==> src/rtl/kpc_pkg.sv <==
// Shared types, widths, codes and reset values for the key press classifier.
package kpc_pkg;

    localparam int COUNT_WIDTH = 8;
    localparam int CFG_WIDTH   = 8;
    localparam int CMP_WIDTH   = (COUNT_WIDTH > CFG_WIDTH) ? COUNT_WIDTH : CFG_WIDTH;
    localparam int CODE_WIDTH  = 3;
    localparam int CFG_INDEX_WIDTH = 2;

    localparam logic [COUNT_WIDTH-1:0] COUNT_MAX = {COUNT_WIDTH{1'b1}};

    localparam logic [CFG_WIDTH-1:0] PRESS_DEBOUNCE_RESET   = CFG_WIDTH'(3);
    localparam logic [CFG_WIDTH-1:0] RELEASE_DEBOUNCE_RESET = CFG_WIDTH'(3);
    localparam logic [CFG_WIDTH-1:0] LONG_PRESS_RESET       = CFG_WIDTH'(100);
    localparam logic [CFG_WIDTH-1:0] REPEAT_PRESS_RESET     = CFG_WIDTH'(20);

    typedef enum logic [CFG_INDEX_WIDTH-1:0] {
        CFG_PRESS_DEBOUNCE   = 2'd0,
        CFG_RELEASE_DEBOUNCE = 2'd1,
        CFG_LONG_PRESS       = 2'd2,
        CFG_REPEAT_PRESS     = 2'd3
    } cfg_index_t;

    typedef enum logic [CODE_WIDTH-1:0] {
        CODE_RELEASED    = 3'd0,
        CODE_SHORT       = 3'd1,
        CODE_LONG_WAIT   = 3'd2,
        CODE_LONG        = 3'd3,
        CODE_REPEAT_WAIT = 3'd4,
        CODE_REPEAT      = 3'd5
    } key_code_t;

    typedef struct packed {
        logic [CFG_WIDTH-1:0] press_debounce_count;
        logic [CFG_WIDTH-1:0] release_debounce_count;
        logic [CFG_WIDTH-1:0] long_press_count;
        logic [CFG_WIDTH-1:0] repeat_press_count;
    } kpc_cfg_t;

    typedef struct packed {
        key_code_t previous_key_state;
        key_code_t current_key_state;
    } kpc_result_t;

    // Saturating increment of a run counter.
    function automatic logic [COUNT_WIDTH-1:0] sat_inc(input logic [COUNT_WIDTH-1:0] c);
        logic [COUNT_WIDTH-1:0] r;
        r = (c == COUNT_MAX) ? COUNT_MAX : c + COUNT_WIDTH'(1);
        return r;
    endfunction

    // True when a run count has reached a threshold.
    function automatic logic run_reached(input logic [COUNT_WIDTH-1:0] run,
                                         input logic [CFG_WIDTH-1:0] limit);
        logic r;
        r = CMP_WIDTH'(run) >= CMP_WIDTH'(limit);
        return r;
    endfunction

endpackage

==> src/rtl/kpc_in_if.sv <==
// Input channel: one sampled key level per word.
interface kpc_in_if;
    logic valid;
    logic ready;
    logic key_down;

    modport source (output valid, output key_down, input ready);
    modport sink (input valid, input key_down, output ready);
endinterface

==> src/rtl/kpc_out_if.sv <==
// Output channel: previous and current key state codes per word.
interface kpc_out_if import kpc_pkg::*; ();
    logic valid;
    logic ready;
    logic [CODE_WIDTH-1:0] previous_key_state;
    logic [CODE_WIDTH-1:0] current_key_state;

    modport source (output valid, output previous_key_state, output current_key_state,
                    input ready);
    modport sink (input valid, input previous_key_state, input current_key_state,
                  output ready);
endinterface

==> src/rtl/kpc_cfg_regs.sv <==
// Threshold registers written through the configuration port.
module kpc_cfg_regs
    import kpc_pkg::*;
(
    input  logic                       clk,
    input  logic                       rst_n,
    input  logic                       cfg_we,
    input  logic [CFG_INDEX_WIDTH-1:0] cfg_index,
    input  logic [CFG_WIDTH-1:0]       cfg_data,
    output kpc_cfg_t                   cfg
);

    kpc_cfg_t cfg_reg;

    always_ff @(posedge clk or negedge rst_n)
    begin
        if (!rst_n)
        begin
            cfg_reg.press_debounce_count   <= PRESS_DEBOUNCE_RESET;
            cfg_reg.release_debounce_count <= RELEASE_DEBOUNCE_RESET;
            cfg_reg.long_press_count       <= LONG_PRESS_RESET;
            cfg_reg.repeat_press_count     <= REPEAT_PRESS_RESET;
        end
        else if (cfg_we)
        begin
            unique case (cfg_index_t'(cfg_index))
                CFG_PRESS_DEBOUNCE:   cfg_reg.press_debounce_count   <= cfg_data;
                CFG_RELEASE_DEBOUNCE: cfg_reg.release_debounce_count <= cfg_data;
                CFG_LONG_PRESS:       cfg_reg.long_press_count       <= cfg_data;
                CFG_REPEAT_PRESS:     cfg_reg.repeat_press_count     <= cfg_data;
                default: ;
            endcase
        end
    end

    assign cfg = cfg_reg;

endmodule

==> src/rtl/kpc_core.sv <==
// Sample register, key state machine and run counters; one update per sample.
module kpc_core
    import kpc_pkg::*;
(
    input  logic        clk,
    input  logic        rst_n,
    input  kpc_cfg_t    cfg,
    input  logic        in_fire,
    input  logic        in_key_down,
    output logic        res_valid,
    output kpc_result_t res
);

    typedef enum logic [2:0] {
        ST_WAIT    = 3'd0,
        ST_SHORT   = 3'd1,
        ST_LONG    = 3'd2,
        ST_REPEAT  = 3'd3,
        ST_RELEASE = 3'd4
    } state_t;

    state_t                 state_reg, state_next;
    logic [COUNT_WIDTH-1:0] rel_run_reg, rel_run_next;
    logic [COUNT_WIDTH-1:0] prs_run_reg, prs_run_next;
    key_code_t              prior_reg, prior_next;
    key_code_t              present_reg, present_next;
    logic                   smp_valid_reg;
    logic                   smp_key_reg;

    // per-state parameters of the shared held-key handling
    logic                   held;
    logic [CFG_WIDTH-1:0]   hold_limit;
    key_code_t              rel_prior;
    state_t                 hold_state;
    key_code_t              hold_prior;
    key_code_t              hold_cur;
    logic [COUNT_WIDTH-1:0] rel_inc;
    logic [COUNT_WIDTH-1:0] prs_inc;

    always_comb
    begin
        state_next   = state_reg;
        rel_run_next = rel_run_reg;
        prs_run_next = prs_run_reg;
        prior_next   = prior_reg;
        present_next = present_reg;
        held         = 1'b0;
        hold_limit   = cfg.long_press_count;
        rel_prior    = CODE_SHORT;
        hold_state   = ST_LONG;
        hold_prior   = CODE_LONG_WAIT;
        hold_cur     = CODE_LONG;
        rel_inc      = sat_inc(rel_run_reg);
        prs_inc      = sat_inc(prs_run_reg);

        if (smp_valid_reg)
        begin
            unique case (state_reg)
                ST_SHORT:
                begin
                    held         = 1'b1;
                    prior_next   = CODE_SHORT;
                    present_next = CODE_LONG_WAIT;
                end
                ST_LONG:
                begin
                    held         = 1'b1;
                    prior_next   = CODE_LONG;
                    present_next = CODE_REPEAT_WAIT;
                    hold_limit   = cfg.repeat_press_count;
                    rel_prior    = CODE_LONG;
                    hold_state   = ST_REPEAT;
                    hold_prior   = CODE_REPEAT_WAIT;
                    hold_cur     = CODE_REPEAT;
                end
                ST_REPEAT:
                begin
                    held         = 1'b1;
                    prior_next   = CODE_REPEAT;
                    present_next = CODE_REPEAT_WAIT;
                    hold_limit   = cfg.repeat_press_count;
                    rel_prior    = CODE_REPEAT_WAIT;
                    hold_state   = ST_REPEAT;
                    hold_prior   = CODE_REPEAT_WAIT;
                    hold_cur     = CODE_REPEAT;
                end
                ST_RELEASE:
                begin
                    rel_run_next = '0;
                    prs_run_next = '0;
                    state_next   = ST_WAIT;
                    prior_next   = CODE_RELEASED;
                    present_next = CODE_RELEASED;
                end
                default:
                begin
                    state_next   = ST_WAIT;
                    rel_run_next = '0;
                    if (smp_key_reg)
                    begin
                        prs_run_next = prs_inc;
                        if (run_reached(prs_inc, cfg.press_debounce_count))
                        begin
                            prs_run_next = '0;
                            state_next   = ST_SHORT;
                            prior_next   = CODE_RELEASED;
                            present_next = CODE_SHORT;
                        end
                    end
                    else
                    begin
                        prs_run_next = '0;
                    end
                end
            endcase

            if (held)
            begin
                if (!smp_key_reg)
                begin
                    rel_run_next = rel_inc;
                    prs_run_next = '0;
                    if (run_reached(rel_inc, cfg.release_debounce_count))
                    begin
                        rel_run_next = '0;
                        state_next   = ST_RELEASE;
                        prior_next   = rel_prior;
                        present_next = CODE_RELEASED;
                    end
                end
                else
                begin
                    prs_run_next = prs_inc;
                    rel_run_next = '0;
                    if (run_reached(prs_inc, hold_limit))
                    begin
                        prs_run_next = '0;
                        state_next   = hold_state;
                        prior_next   = hold_prior;
                        present_next = hold_cur;
                    end
                end
            end
        end
    end

    always_ff @(posedge clk or negedge rst_n)
    begin
        if (!rst_n)
        begin
            state_reg     <= ST_WAIT;
            rel_run_reg   <= '0;
            prs_run_reg   <= '0;
            prior_reg     <= CODE_RELEASED;
            present_reg   <= CODE_RELEASED;
            smp_valid_reg <= 1'b0;
        end
        else
        begin
            state_reg     <= state_next;
            rel_run_reg   <= rel_run_next;
            prs_run_reg   <= prs_run_next;
            prior_reg     <= prior_next;
            present_reg   <= present_next;
            smp_valid_reg <= in_fire;
        end
    end

    always_ff @(posedge clk)
    begin
        if (in_fire)
        begin
            smp_key_reg <= in_key_down;
        end
    end

    assign res_valid              = smp_valid_reg;
    assign res.previous_key_state = prior_next;
    assign res.current_key_state  = present_next;

endmodule

==> src/rtl/kpc_out_buf.sv <==
// Two-entry result buffer; reports room counting the sample still in flight.
module kpc_out_buf
    import kpc_pkg::*;
(
    input  logic        clk,
    input  logic        rst_n,
    input  logic        push,
    input  kpc_result_t push_data,
    output logic        room,
    kpc_out_if.source   state_out
);

    kpc_result_t mem [2];
    logic        wr_ptr_reg;
    logic        rd_ptr_reg;
    logic [1:0]  count_reg;
    logic        pop;
    logic [2:0]  reserved;

    assign pop = state_out.valid && state_out.ready;

    // slots held after this edge: stored words plus the one being computed, less the one popped
    assign reserved = {1'b0, count_reg} + {2'b0, push} - {2'b0, pop};
    assign room     = reserved < 3'd2;

    always_ff @(posedge clk or negedge rst_n)
    begin
        if (!rst_n)
        begin
            wr_ptr_reg <= 1'b0;
            rd_ptr_reg <= 1'b0;
            count_reg  <= 2'd0;
        end
        else
        begin
            if (push)
            begin
                wr_ptr_reg <= ~wr_ptr_reg;
            end
            if (pop)
            begin
                rd_ptr_reg <= ~rd_ptr_reg;
            end
            count_reg <= reserved[1:0];
        end
    end

    always_ff @(posedge clk)
    begin
        if (push)
        begin
            mem[wr_ptr_reg] <= push_data;
        end
    end

    assign state_out.valid              = count_reg != 2'd0;
    assign state_out.previous_key_state = mem[rd_ptr_reg].previous_key_state;
    assign state_out.current_key_state  = mem[rd_ptr_reg].current_key_state;

endmodule

==> src/rtl/key_press_classifier.sv <==
// Top level of the key press classifier.
// One key sample per input word, one pair of state codes (previous, current) per output
// word. A word can be taken every cycle while the buffer has room; each word sits in the
// sample register, where the state machine and run counters update, and its result is
// readable from the two-entry output buffer on the following cycle. While the consumer
// stalls, the buffer absorbs up to two results before input ready drops. The user writes
// thresholds through cfg_we/cfg_index/cfg_data only while the block is idle (not enforced).
module key_press_classifier
    import kpc_pkg::*;
(
    input  logic                       clk,
    input  logic                       rst_n,
    input  logic                       cfg_we,
    input  logic [CFG_INDEX_WIDTH-1:0] cfg_index,
    input  logic [CFG_WIDTH-1:0]       cfg_data,
    kpc_in_if.sink                     key_in,
    kpc_out_if.source                  state_out
);

    kpc_cfg_t    cfg;
    logic        in_fire;
    logic        res_valid;
    kpc_result_t res;
    logic        room;

    assign key_in.ready = room;
    assign in_fire      = key_in.valid && room;

    kpc_cfg_regs u_cfg_regs (
        .clk       (clk),
        .rst_n     (rst_n),
        .cfg_we    (cfg_we),
        .cfg_index (cfg_index),
        .cfg_data  (cfg_data),
        .cfg       (cfg)
    );

    kpc_core u_core (
        .clk         (clk),
        .rst_n       (rst_n),
        .cfg         (cfg),
        .in_fire     (in_fire),
        .in_key_down (key_in.key_down),
        .res_valid   (res_valid),
        .res         (res)
    );

    kpc_out_buf u_out_buf (
        .clk       (clk),
        .rst_n     (rst_n),
        .push      (res_valid),
        .push_data (res),
        .room      (room),
        .state_out (state_out)
    );

endmodule

==> src/flat_wrapper.sv <==
// flat-port wrapper written by rule: the top's interface ports become plain ports
module key_press_classifier_flat import kpc_pkg::*;
  (clk, rst_n, cfg_we, cfg_index, cfg_data, key_in_valid, key_in_key_down, key_in_ready, state_out_valid, state_out_previous_key_state, state_out_current_key_state, state_out_ready);
  kpc_in_if key_in_i ();
  kpc_out_if state_out_i ();
  input  logic clk;
  input  logic rst_n;
  input  logic cfg_we;
  input  logic [CFG_INDEX_WIDTH-1:0] cfg_index;
  input  logic [CFG_WIDTH-1:0] cfg_data;
  input wire logic [$bits(key_in_i.valid)-1:0] key_in_valid;
  input wire logic [$bits(key_in_i.key_down)-1:0] key_in_key_down;
  output wire logic [$bits(key_in_i.ready)-1:0] key_in_ready;
  output wire logic [$bits(state_out_i.valid)-1:0] state_out_valid;
  output wire logic [$bits(state_out_i.previous_key_state)-1:0] state_out_previous_key_state;
  output wire logic [$bits(state_out_i.current_key_state)-1:0] state_out_current_key_state;
  input wire logic [$bits(state_out_i.ready)-1:0] state_out_ready;
  assign key_in_i.valid = key_in_valid;
  assign key_in_i.key_down = key_in_key_down;
  assign key_in_ready = key_in_i.ready;
  assign state_out_valid = state_out_i.valid;
  assign state_out_previous_key_state = state_out_i.previous_key_state;
  assign state_out_current_key_state = state_out_i.current_key_state;
  assign state_out_i.ready = state_out_ready;
  key_press_classifier u_core (.clk(clk), .rst_n(rst_n), .cfg_we(cfg_we), .cfg_index(cfg_index), .cfg_data(cfg_data), .key_in(key_in_i), .state_out(state_out_i));
endmodule
==> config.mk <==
export PLATFORM = sky130hd
export DESIGN_NAME = key_press_classifier_flat
export DESIGN_NICKNAME = d
export VERILOG_FILES = /design/src/rtl/kpc_pkg.sv /design/src/rtl/kpc_in_if.sv /design/src/rtl/kpc_out_if.sv /design/src/rtl/kpc_cfg_regs.sv /design/src/rtl/kpc_core.sv /design/src/rtl/kpc_out_buf.sv /design/src/rtl/key_press_classifier.sv /design/src/flat_wrapper.sv
export SDC_FILE = /design/constraint.sdc
export NUM_CORES = 1
export LEC_CHECK = 0
export BUFFER_PORTS_ARGS = -buffer_cell sky130_fd_sc_hd__buf_2
export CORE_MARGIN = 1.5
export CORE_UTILIZATION = 68
export CTS_BUF_LIST = sky130_fd_sc_hd__clkbuf_4 sky130_fd_sc_hd__clkbuf_8
export CTS_CLUSTER_SIZE = 40
export DETAILED_ROUTE_END_ITERATION = 8
export GPL_TIMING_DRIVEN = 0
export PLACE_DENSITY_LB_ADDON = 0.25
export SYNTH_ARGS = -nofsm -noshare
export SYNTH_HDL_FRONTEND = slang
export SYNTH_SLANG_ARGS = --single-unit
==> constraint.sdc <==
create_clock -name clk -period 8.92 [get_ports clk]
set_input_delay 1.338 -clock clk [delete_from_list [all_inputs] [get_ports clk]]
set_output_delay 1.338 -clock clk [all_outputs]
set_load 0.02 [all_outputs]
==> results of run 1 <==
==> cells in the final DEF (no fill, tap or decap), types with 7 or more instances in the layout <==
master                       n
sky130_fd_sc_hd__dfrtp_1    53
sky130_fd_sc_hd__mux2_2     33
sky130_fd_sc_hd__inv_1      32
sky130_fd_sc_hd__ha_1       28
sky130_fd_sc_hd__buf_2      23
sky130_fd_sc_hd__nor2_1     22
sky130_fd_sc_hd__nand2_1    22
sky130_fd_sc_hd__o21ai_0    15
sky130_fd_sc_hd__a21oi_1    14
sky130_fd_sc_hd__edfxtp_1   13
sky130_fd_sc_hd__o2bb2ai_1  11
sky130_fd_sc_hd__nand3_1    10
sky130_fd_sc_hd__and2_1      9
sky130_fd_sc_hd__clkbuf_8    9
sky130_fd_sc_hd__dfstp_2     9
sky130_fd_sc_hd__mux2i_1     8
sky130_fd_sc_hd__and3_1      7
==> worst max-delay path, stage by stage, from the launching register on <==
cell	delay, ns
sky130_fd_sc_hd__dfrtp_1	0.44
sky130_fd_sc_hd__inv_1	0.12
sky130_fd_sc_hd__clkbuf_1	0.41
sky130_fd_sc_hd__buf_1	0.51
sky130_fd_sc_hd__ha_1	0.34
sky130_fd_sc_hd__inv_1	0.06
sky130_fd_sc_hd__ha_1	0.14
sky130_fd_sc_hd__inv_1	0.05
sky130_fd_sc_hd__fa_1	0.37
sky130_fd_sc_hd__xnor2_1	0.18
sky130_fd_sc_hd__and2_1	0.15
sky130_fd_sc_hd__buf_2	0.15
==> per-layer routing <==
metal	global-route usage [%]	part of all wire, %	vias to the layer above	routed length [um]
met4	11.21	1.9	0	168
met5	0	0	-	0
met2	50.17	50	86	4379
met1	40.68	44	1425	3899
li1	-	-	1366	-
met3	5.795	4.0	18	351
==> power groups by stage <==
stage / logic [mW] / clock network, mW / registers [mW]
floorplan: 0.227 / 0 / 0.443
global placement: 0.287 / 0 / 0.451
detailed placement: 0.305 / 0 / 0.455
CTS: 0.311 / 0.322 / 0.450
global route: 0.341 / 0.336 / 0.456
finish: 0.310 / 0.321 / 0.451
==> through the flow <==
stage	hold WS, ns	util [%]
4_1_cts	0.5091	79.88
3_5_place_dp	0.4893	75.49
2_1_floorplan	0.4536	-
6_report	0.5073	79.93
3_3_place_gp	0.4707	75.49
5_1_grt	0.5191	79.93
==> kinds of logic after synthesis <==
family,share of synthesized area [%]
flip-flops,48.18
adder cells (fa/ha/maj),9.136
multiplexers,11.14
AO/OA/AOI/OAI,12.84
AND/OR/NAND/NOR,12.81
XOR/XNOR,2.160
buffers and inverters,3.735
==> area by class of cell <==
| cell class | count | share of cell area (%) |
|---|---|---|
| flip-flops and latches | 75 | 43.31 |
| multi-input cells | 246 | 43.23 |
| clock buffers | 9 | 2.747 |
| clock inverters | 7 | 2.747 |
| inverters | 32 | 2.664 |
| repair buffers | 23 | 2.608 |
| well taps | 72 | 1.998 |
| plain buffers | 8 | 0.6937 |
==> path summary, 6_finish.rpt <==
check	from	end	slack, ns
setup / recovery	u_core.u_core.res_valid$_DFF_PN0_	key_in_ready	4.31
hold / removal	u_core.u_cfg_regs.cfg[0]$_DFFE_PN0P_	u_core.u_cfg_regs.cfg[0]$_DFFE_PN0P_	0.51
setup reg to reg	u_core.u_core.prs_run_reg[0]$_DFFE_PN0P_	u_core.u_out_buf.mem[1][4]$_DFFE_PP_	5.26
hold reg to reg	u_core.u_cfg_regs.cfg[0]$_DFFE_PN0P_	u_core.u_cfg_regs.cfg[0]$_DFFE_PN0P_	0.51
max in group asynchronous	rst_n	u_core.u_cfg_regs.cfg[0]$_DFFE_PN0P_	7.35
min in group asynchronous	rst_n	u_core.u_core.rel_run_reg[2]$_DFFE_PN0P_	1.06
==> Yosys cell counts, types with 2 or more instances <==
library cell | n | share of area [%]
sky130_fd_sc_hd__dfstp_2 | 9 | 5.8
sky130_fd_sc_hd__nand2_1 | 22 | 2.0
sky130_fd_sc_hd__nor3_1 | 5 | 0.62
sky130_fd_sc_hd__edfxtp_1 | 13 | 9.6
sky130_fd_sc_hd__a22o_1 | 2 | 0.43
sky130_fd_sc_hd__a211o_1 | 3 | 0.65
sky130_fd_sc_hd__o2bb2ai_1 | 11 | 2.4
sky130_fd_sc_hd__xor2_1 | 5 | 1.1
sky130_fd_sc_hd__inv_1 | 32 | 3.0
sky130_fd_sc_hd__nor4_1 | 3 | 0.46
sky130_fd_sc_hd__buf_1 | 2 | 0.19
sky130_fd_sc_hd__a211oi_1 | 2 | 0.37
sky130_fd_sc_hd__nand2b_1 | 5 | 0.77
sky130_fd_sc_hd__nand3b_1 | 3 | 0.56
sky130_fd_sc_hd__mux2i_1 | 8 | 2.0
sky130_fd_sc_hd__nand4_1 | 4 | 0.62
sky130_fd_sc_hd__mux2_2 | 33 | 9.2
sky130_fd_sc_hd__o21ai_0 | 15 | 1.9
sky130_fd_sc_hd__ha_1 | 28 | 8.6
sky130_fd_sc_hd__clkbuf_1 | 5 | 0.46
sky130_fd_sc_hd__o21a_1 | 3 | 0.56
sky130_fd_sc_hd__nand3_1 | 10 | 1.2
sky130_fd_sc_hd__a21o_1 | 2 | 0.37
sky130_fd_sc_hd__xnor2_1 | 5 | 1.1
sky130_fd_sc_hd__a21oi_1 | 14 | 1.7
sky130_fd_sc_hd__and2_1 | 9 | 1.4
sky130_fd_sc_hd__nor2b_1 | 3 | 0.46
sky130_fd_sc_hd__and3_1 | 7 | 1.1
sky130_fd_sc_hd__dfrtp_1 | 53 | 33
sky130_fd_sc_hd__nor2_1 | 22 | 2.0
==> run summary, run 1 <==
x dimension of the die: 80.21 um
data arrival time of the worst path: 3.27 ns
Final Hold Vio Count: 0
overall power of the completed layout: 1.082 mW
multi-input combinational cell area: 1949 sq um
Setup-failing EPs final: 0
Most used DFF post-synth: sky130_fd_sc_hd__dfrtp_1
Wirelength per Cell: 18.64 um
number of antenna violations at the first check in global routing: 0
post-layout min period: 4.611 ns
Design Area, Final: 4509 sq um
# H-tree levels: 3
area growth from synthesis to layout: 11.23%
number of fill cells: 313
fraction of registers with async set/reset: 82.67%
switching part of the total power: 32.13%
critical path peak fanout: 10
later-pin clock latency in the skew report: 0.35 ns
sequential share of the synthesized area: 48.18%
peak ir drop on the vdd network: 0.0002090 V
Clock Power Share: 29.7%
Hold-fix buffers, CTS: 0
total negative setup slack: 0 ns
Die Outline Area: 6434 sq um
portion of the clock cycle consumed by the worst path in the final layout: 51.69%
Cells after Synth: 361
cell depth of the worst flop-to-flop path: 13
Via-to-Cell Ratio: 6.133
cell row count: 27
sinks on the clock net: 75
outcome: completed
switching component of the power: 0.3477 mW
cell depth of the worst hold path: 1
post-route worst setup slack: 4.309 ns
mapped cell area: 4054 sq um
total inserted antenna cells: 0
Chip Height: 80.21 um
Int Power: 0.7344 mW
FF+latch area: 1953 sq um
count of routing violations after the opening detailed-route iteration: 208
Sequential Power Share: 41.7%
maximum number of buffers from clock root to sink: 2
post-cts repair resize count: 0
number of post-CTS setup repair buffers: 0
post-detail-place hpwl: 6277 um
Rel. slew slack: 48.57%
Power Density: 240.0 nW/um^2
number of detailed-route iterations in the first pass: 5
share of total power in combinational logic: 28.6%
total via count in the routed design: 2895
count of flip-flops with a built-in enable after synthesis: 13
kind of start point of the critical path: flop
Seq cells post-synth: 75
actual transition at the worst max-transition pin: 0.7715 ns
DRC violations left: 0
total congestion overflow: 0
Num CTS Buffers: 9
clk root buf: sky130_fd_sc_hd__clkbuf_8
share of cells above drive strength 1: 23.50%
MaxCap Viol Count: 0
mean instance size in the synthesized netlist: 11.23 sq um
Buffers on Ports: 23
CTS tree: yes
Post-Place Cell Area: 4259 sq um
skew final: 0.01108 ns
Total GRT Usage: 30.65%
nets@finish: 440
routed wire length: 8798 um
remaining antenna violation count: 0
kind of critical path: reg2out
number of global-route vias before repair: 3018
syn_nets: 406
RSZ-0062 raised after global routing: no
Max Slew Vio Count: 0
Max Fclk: 216.9 MHz
pin count of the biggest net entering global routing: 63
Static Leakage: 2.057 nW
placer's final routability congestion estimate: 0.8921
number of unique standard cell types used by synthesis: 53
number of non-filler instances in the completed layout: 472
first-pass GRT wire length: 14630 um
clock slew at reported path FFs: 0.08 ns
type of element capturing the critical path: output port
Initial Util: 71.86%
Placed Instances: 456
Syn. warnings: 0
worst min path class: reg2reg
required time of the critical path: 7.58 ns
core area: 5642 sq um
IO Count: 24
number of flip-flops under the largest register name: 32
worst slack at placement: 4.593 ns
(Power assumes the default switching activity.)
==> run 2, diff against run 1 <==
--- a/config.mk
+++ b/config.mk
@@ -7,7 +7,7 @@
 export LEC_CHECK = 0
 export BUFFER_PORTS_ARGS = -buffer_cell sky130_fd_sc_hd__buf_2
 export CORE_MARGIN = 1.5
-export CORE_UTILIZATION = 68
+export CORE_UTILIZATION = 57
 export CTS_BUF_LIST = sky130_fd_sc_hd__clkbuf_4 sky130_fd_sc_hd__clkbuf_8
 export CTS_CLUSTER_SIZE = 40
 export DETAILED_ROUTE_END_ITERATION = 8
==> constraint.sdc (replaced) <==
create_clock -name clk -period 3.8 [get_ports clk]
set_input_delay 0.57 -clock clk [delete_from_list [all_inputs] [get_ports clk]]
set_output_delay 0.57 -clock clk [all_outputs]
set_load 0.02 [all_outputs]
==> run 2 against run 1 <==
  * Cell count increased by 4.9%
  * Global-route usage shrank 7.6 points
  * Clock skew down 0.0022 ns
  * Sequential share of layout area shrank 0.25 points
  * Non-clock buffer count down 1
==> run summary, run 2 (synthesis gave the netlist of run 1 again) <==
kind of start point of the critical path: flop
Power Density: 549.6 nW/um^2
data arrival time of the worst path: 3.61 ns
Sequential Power Share: 42.1%
total negative setup slack: 0 ns
type of element capturing the critical path: flop
clk root buf: sky130_fd_sc_hd__clkbuf_8
Die Outline Area: 7627 sq um
portion of the clock cycle consumed by the worst path in the final layout: 92.64%
first-pass GRT wire length: 13170 um
routed wire length: 7822 um
overall power of the completed layout: 2.493 mW
Wirelength per Cell: 15.80 um
x dimension of the die: 87.34 um
Design Area, Final: 4536 sq um
worst min path class: in2async
switching part of the total power: 31.21%
Rel. slew slack: 48.94%
Via-to-Cell Ratio: 5.614
kind of critical path: reg2reg
Max Slew Vio Count: 0
share of total power in combinational logic: 28.5%
MaxCap Viol Count: 0
critical path peak fanout: 6
Initial Util: 59.34%
core area: 6832 sq um
share of cells above drive strength 1: 24.06%
cell row count: 30
pin count of the biggest net entering global routing: 63
total inserted antenna cells: 0
DRC violations left: 0
commonest non-fill, non-tap cells in the layout: sky130_fd_sc_hd__dfrtp_1 (53), sky130_fd_sc_hd__mux2_2 (33), sky130_fd_sc_hd__inv_1 (32)
total via count in the routed design: 2779
Setup-failing EPs final: 0
Chip Height: 87.34 um
required time of the critical path: 3.89 ns
CTS tree: yes
skew final: 0.008874 ns
later-pin clock latency in the skew report: 0.35 ns
utilization after layout: 66.39%
area growth from synthesis to layout: 11.88%
multi-input combinational cell area: 1956 sq um
maximum number of buffers from clock root to sink: 2
sinks on the clock net: 75
number of fill cells: 539
post-detail-place hpwl: 5695 um
remaining antenna violation count: 0
Hold Worst Slack: 0.2844 ns
Int Power: 1.715 mW
Final Hold Vio Count: 0
Total GRT Usage: 23.05%
number of global-route vias before repair: 2742
peak ir drop on the vdd network: 0.0003899 V
# H-tree levels: 3
outcome: completed
Clock Power Share: 29.4%
actual transition at the worst max-transition pin: 0.7659 ns
RSZ-0062 raised after global routing: no
switching component of the power: 0.7781 mW
number of detailed-route iterations in the first pass: 4
count of routing violations after the opening detailed-route iteration: 99
Buffers on Ports: 23
clock slew at reported path FFs: 0.08 ns
FF+latch area: 1953 sq um
post-layout min period: 3.520 ns
nets@finish: 439
number of antenna violations at the first check in global routing: 0
Num CTS Buffers: 9
leading cell type in the layout, fill and taps excluded: sky130_fd_sc_hd__dfrtp_1
Static Leakage: 2.057 nW
Max Fclk: 284.1 MHz
Post-Place Cell Area: 4289 sq um
total congestion overflow: 0
placer's final routability congestion estimate: 0.8662
IO Count: 24
number of flip-flops under the largest register name: 32
==> run 2: final cells by class <==
| class | count | area share, % |
|---|---|---|
| plain buffers | 7 | 0.6345 |
| inverters | 32 | 2.648 |
| clock inverters | 7 | 2.566 |
| clock buffers | 9 | 2.731 |
| repair buffers | 23 | 2.593 |
| multi-input cells | 246 | 43.12 |
| well taps | 96 | 2.648 |
| flip-flops and latches | 75 | 43.06 |
==> run 2: metal layers <==
metal  part of all wire, %  vias up  global-route usage, %
li1                      -     1366                      -
met4                   1.9        0                  8.514
met2                    46       47                  34.97
met5                     0        -                      0
met3                   3.9       14                  5.498
met1                    48     1352                  32.28
==> run 2: path summary, 6_finish.rpt <==
kind,endpoint,depth (start not counted),slack [ns],startpoint
hold / removal,u_core.u_core.prs_run_reg[1]$_DFFE_PN0P_,1,0.28,rst_n
max in group asynchronous,u_core.u_cfg_regs.cfg[12]$_DFFE_PN0P_,1,3.01,rst_n
min in group clk,u_core.u_core.smp_key_reg$_DFFE_PP_,1,0.39,key_in_key_down
setup reg to reg,u_core.u_out_buf.mem[0][4]$_DFFE_PP_,13,0.28,u_core.u_core.prs_run_reg[0]$_DFFE_PN0P_
hold reg to reg,u_core.u_out_buf.wr_ptr_reg$_DFFE_PN0P_,1,0.50,u_core.u_out_buf.wr_ptr_reg$_DFFE_PN0P_
setup / recovery,u_core.u_out_buf.mem[0][4]$_DFFE_PP_,13,0.28,u_core.u_core.prs_run_reg[0]$_DFFE_PN0P_
==> run 2: worst max-delay path, stage by stage (launching register included) <==
cell and delay (ns):
sky130_fd_sc_hd__dfrtp_1 0.42, sky130_fd_sc_hd__ha_1 0.21, sky130_fd_sc_hd__and3_1 0.18, sky130_fd_sc_hd__and2_1 0.20, sky130_fd_sc_hd__nand4_1 0.23, sky130_fd_sc_hd__and2_1 0.23
sky130_fd_sc_hd__inv_1 0.13, sky130_fd_sc_hd__ha_1 0.24, sky130_fd_sc_hd__o21a_1 0.14, sky130_fd_sc_hd__nor2_1 0.07, sky130_fd_sc_hd__o41ai_4 0.52, sky130_fd_sc_hd__nand3_4 0.16
sky130_fd_sc_hd__and4_4 0.22, sky130_fd_sc_hd__a211o_1 0.30
==> run 2: repair_timing <==
item,CTS,global route
setup endpoints to repair,1,12
gates resized for setup,1,1
buffers inserted,0,0
hold buffers,0,0
==> run 2: power by group through the flow <==
| stage | logic [mW] | registers (mW) | clock network (mW) |
|---|---|---|---|
| after global routing | 0.791 | 1.07 | 0.774 |
| after CTS | 0.716 | 1.05 | 0.745 |
| after global placement | 0.680 | 1.06 | 0 |
| final | 0.710 | 1.05 | 0.733 |
| after detailed placement | 0.708 | 1.06 | 0 |
| after floorplan | 0.533 | 1.04 | 0 |
==> run 2: through the flow <==
stage                     worst slack (ns)  std cells
after CTS                           0.2149        496
after global routing               0.06315        495
after global placement              0.3397        480
final                               0.2797        495
after floorplan                     0.7283        361
after detailed placement            0.3389        480
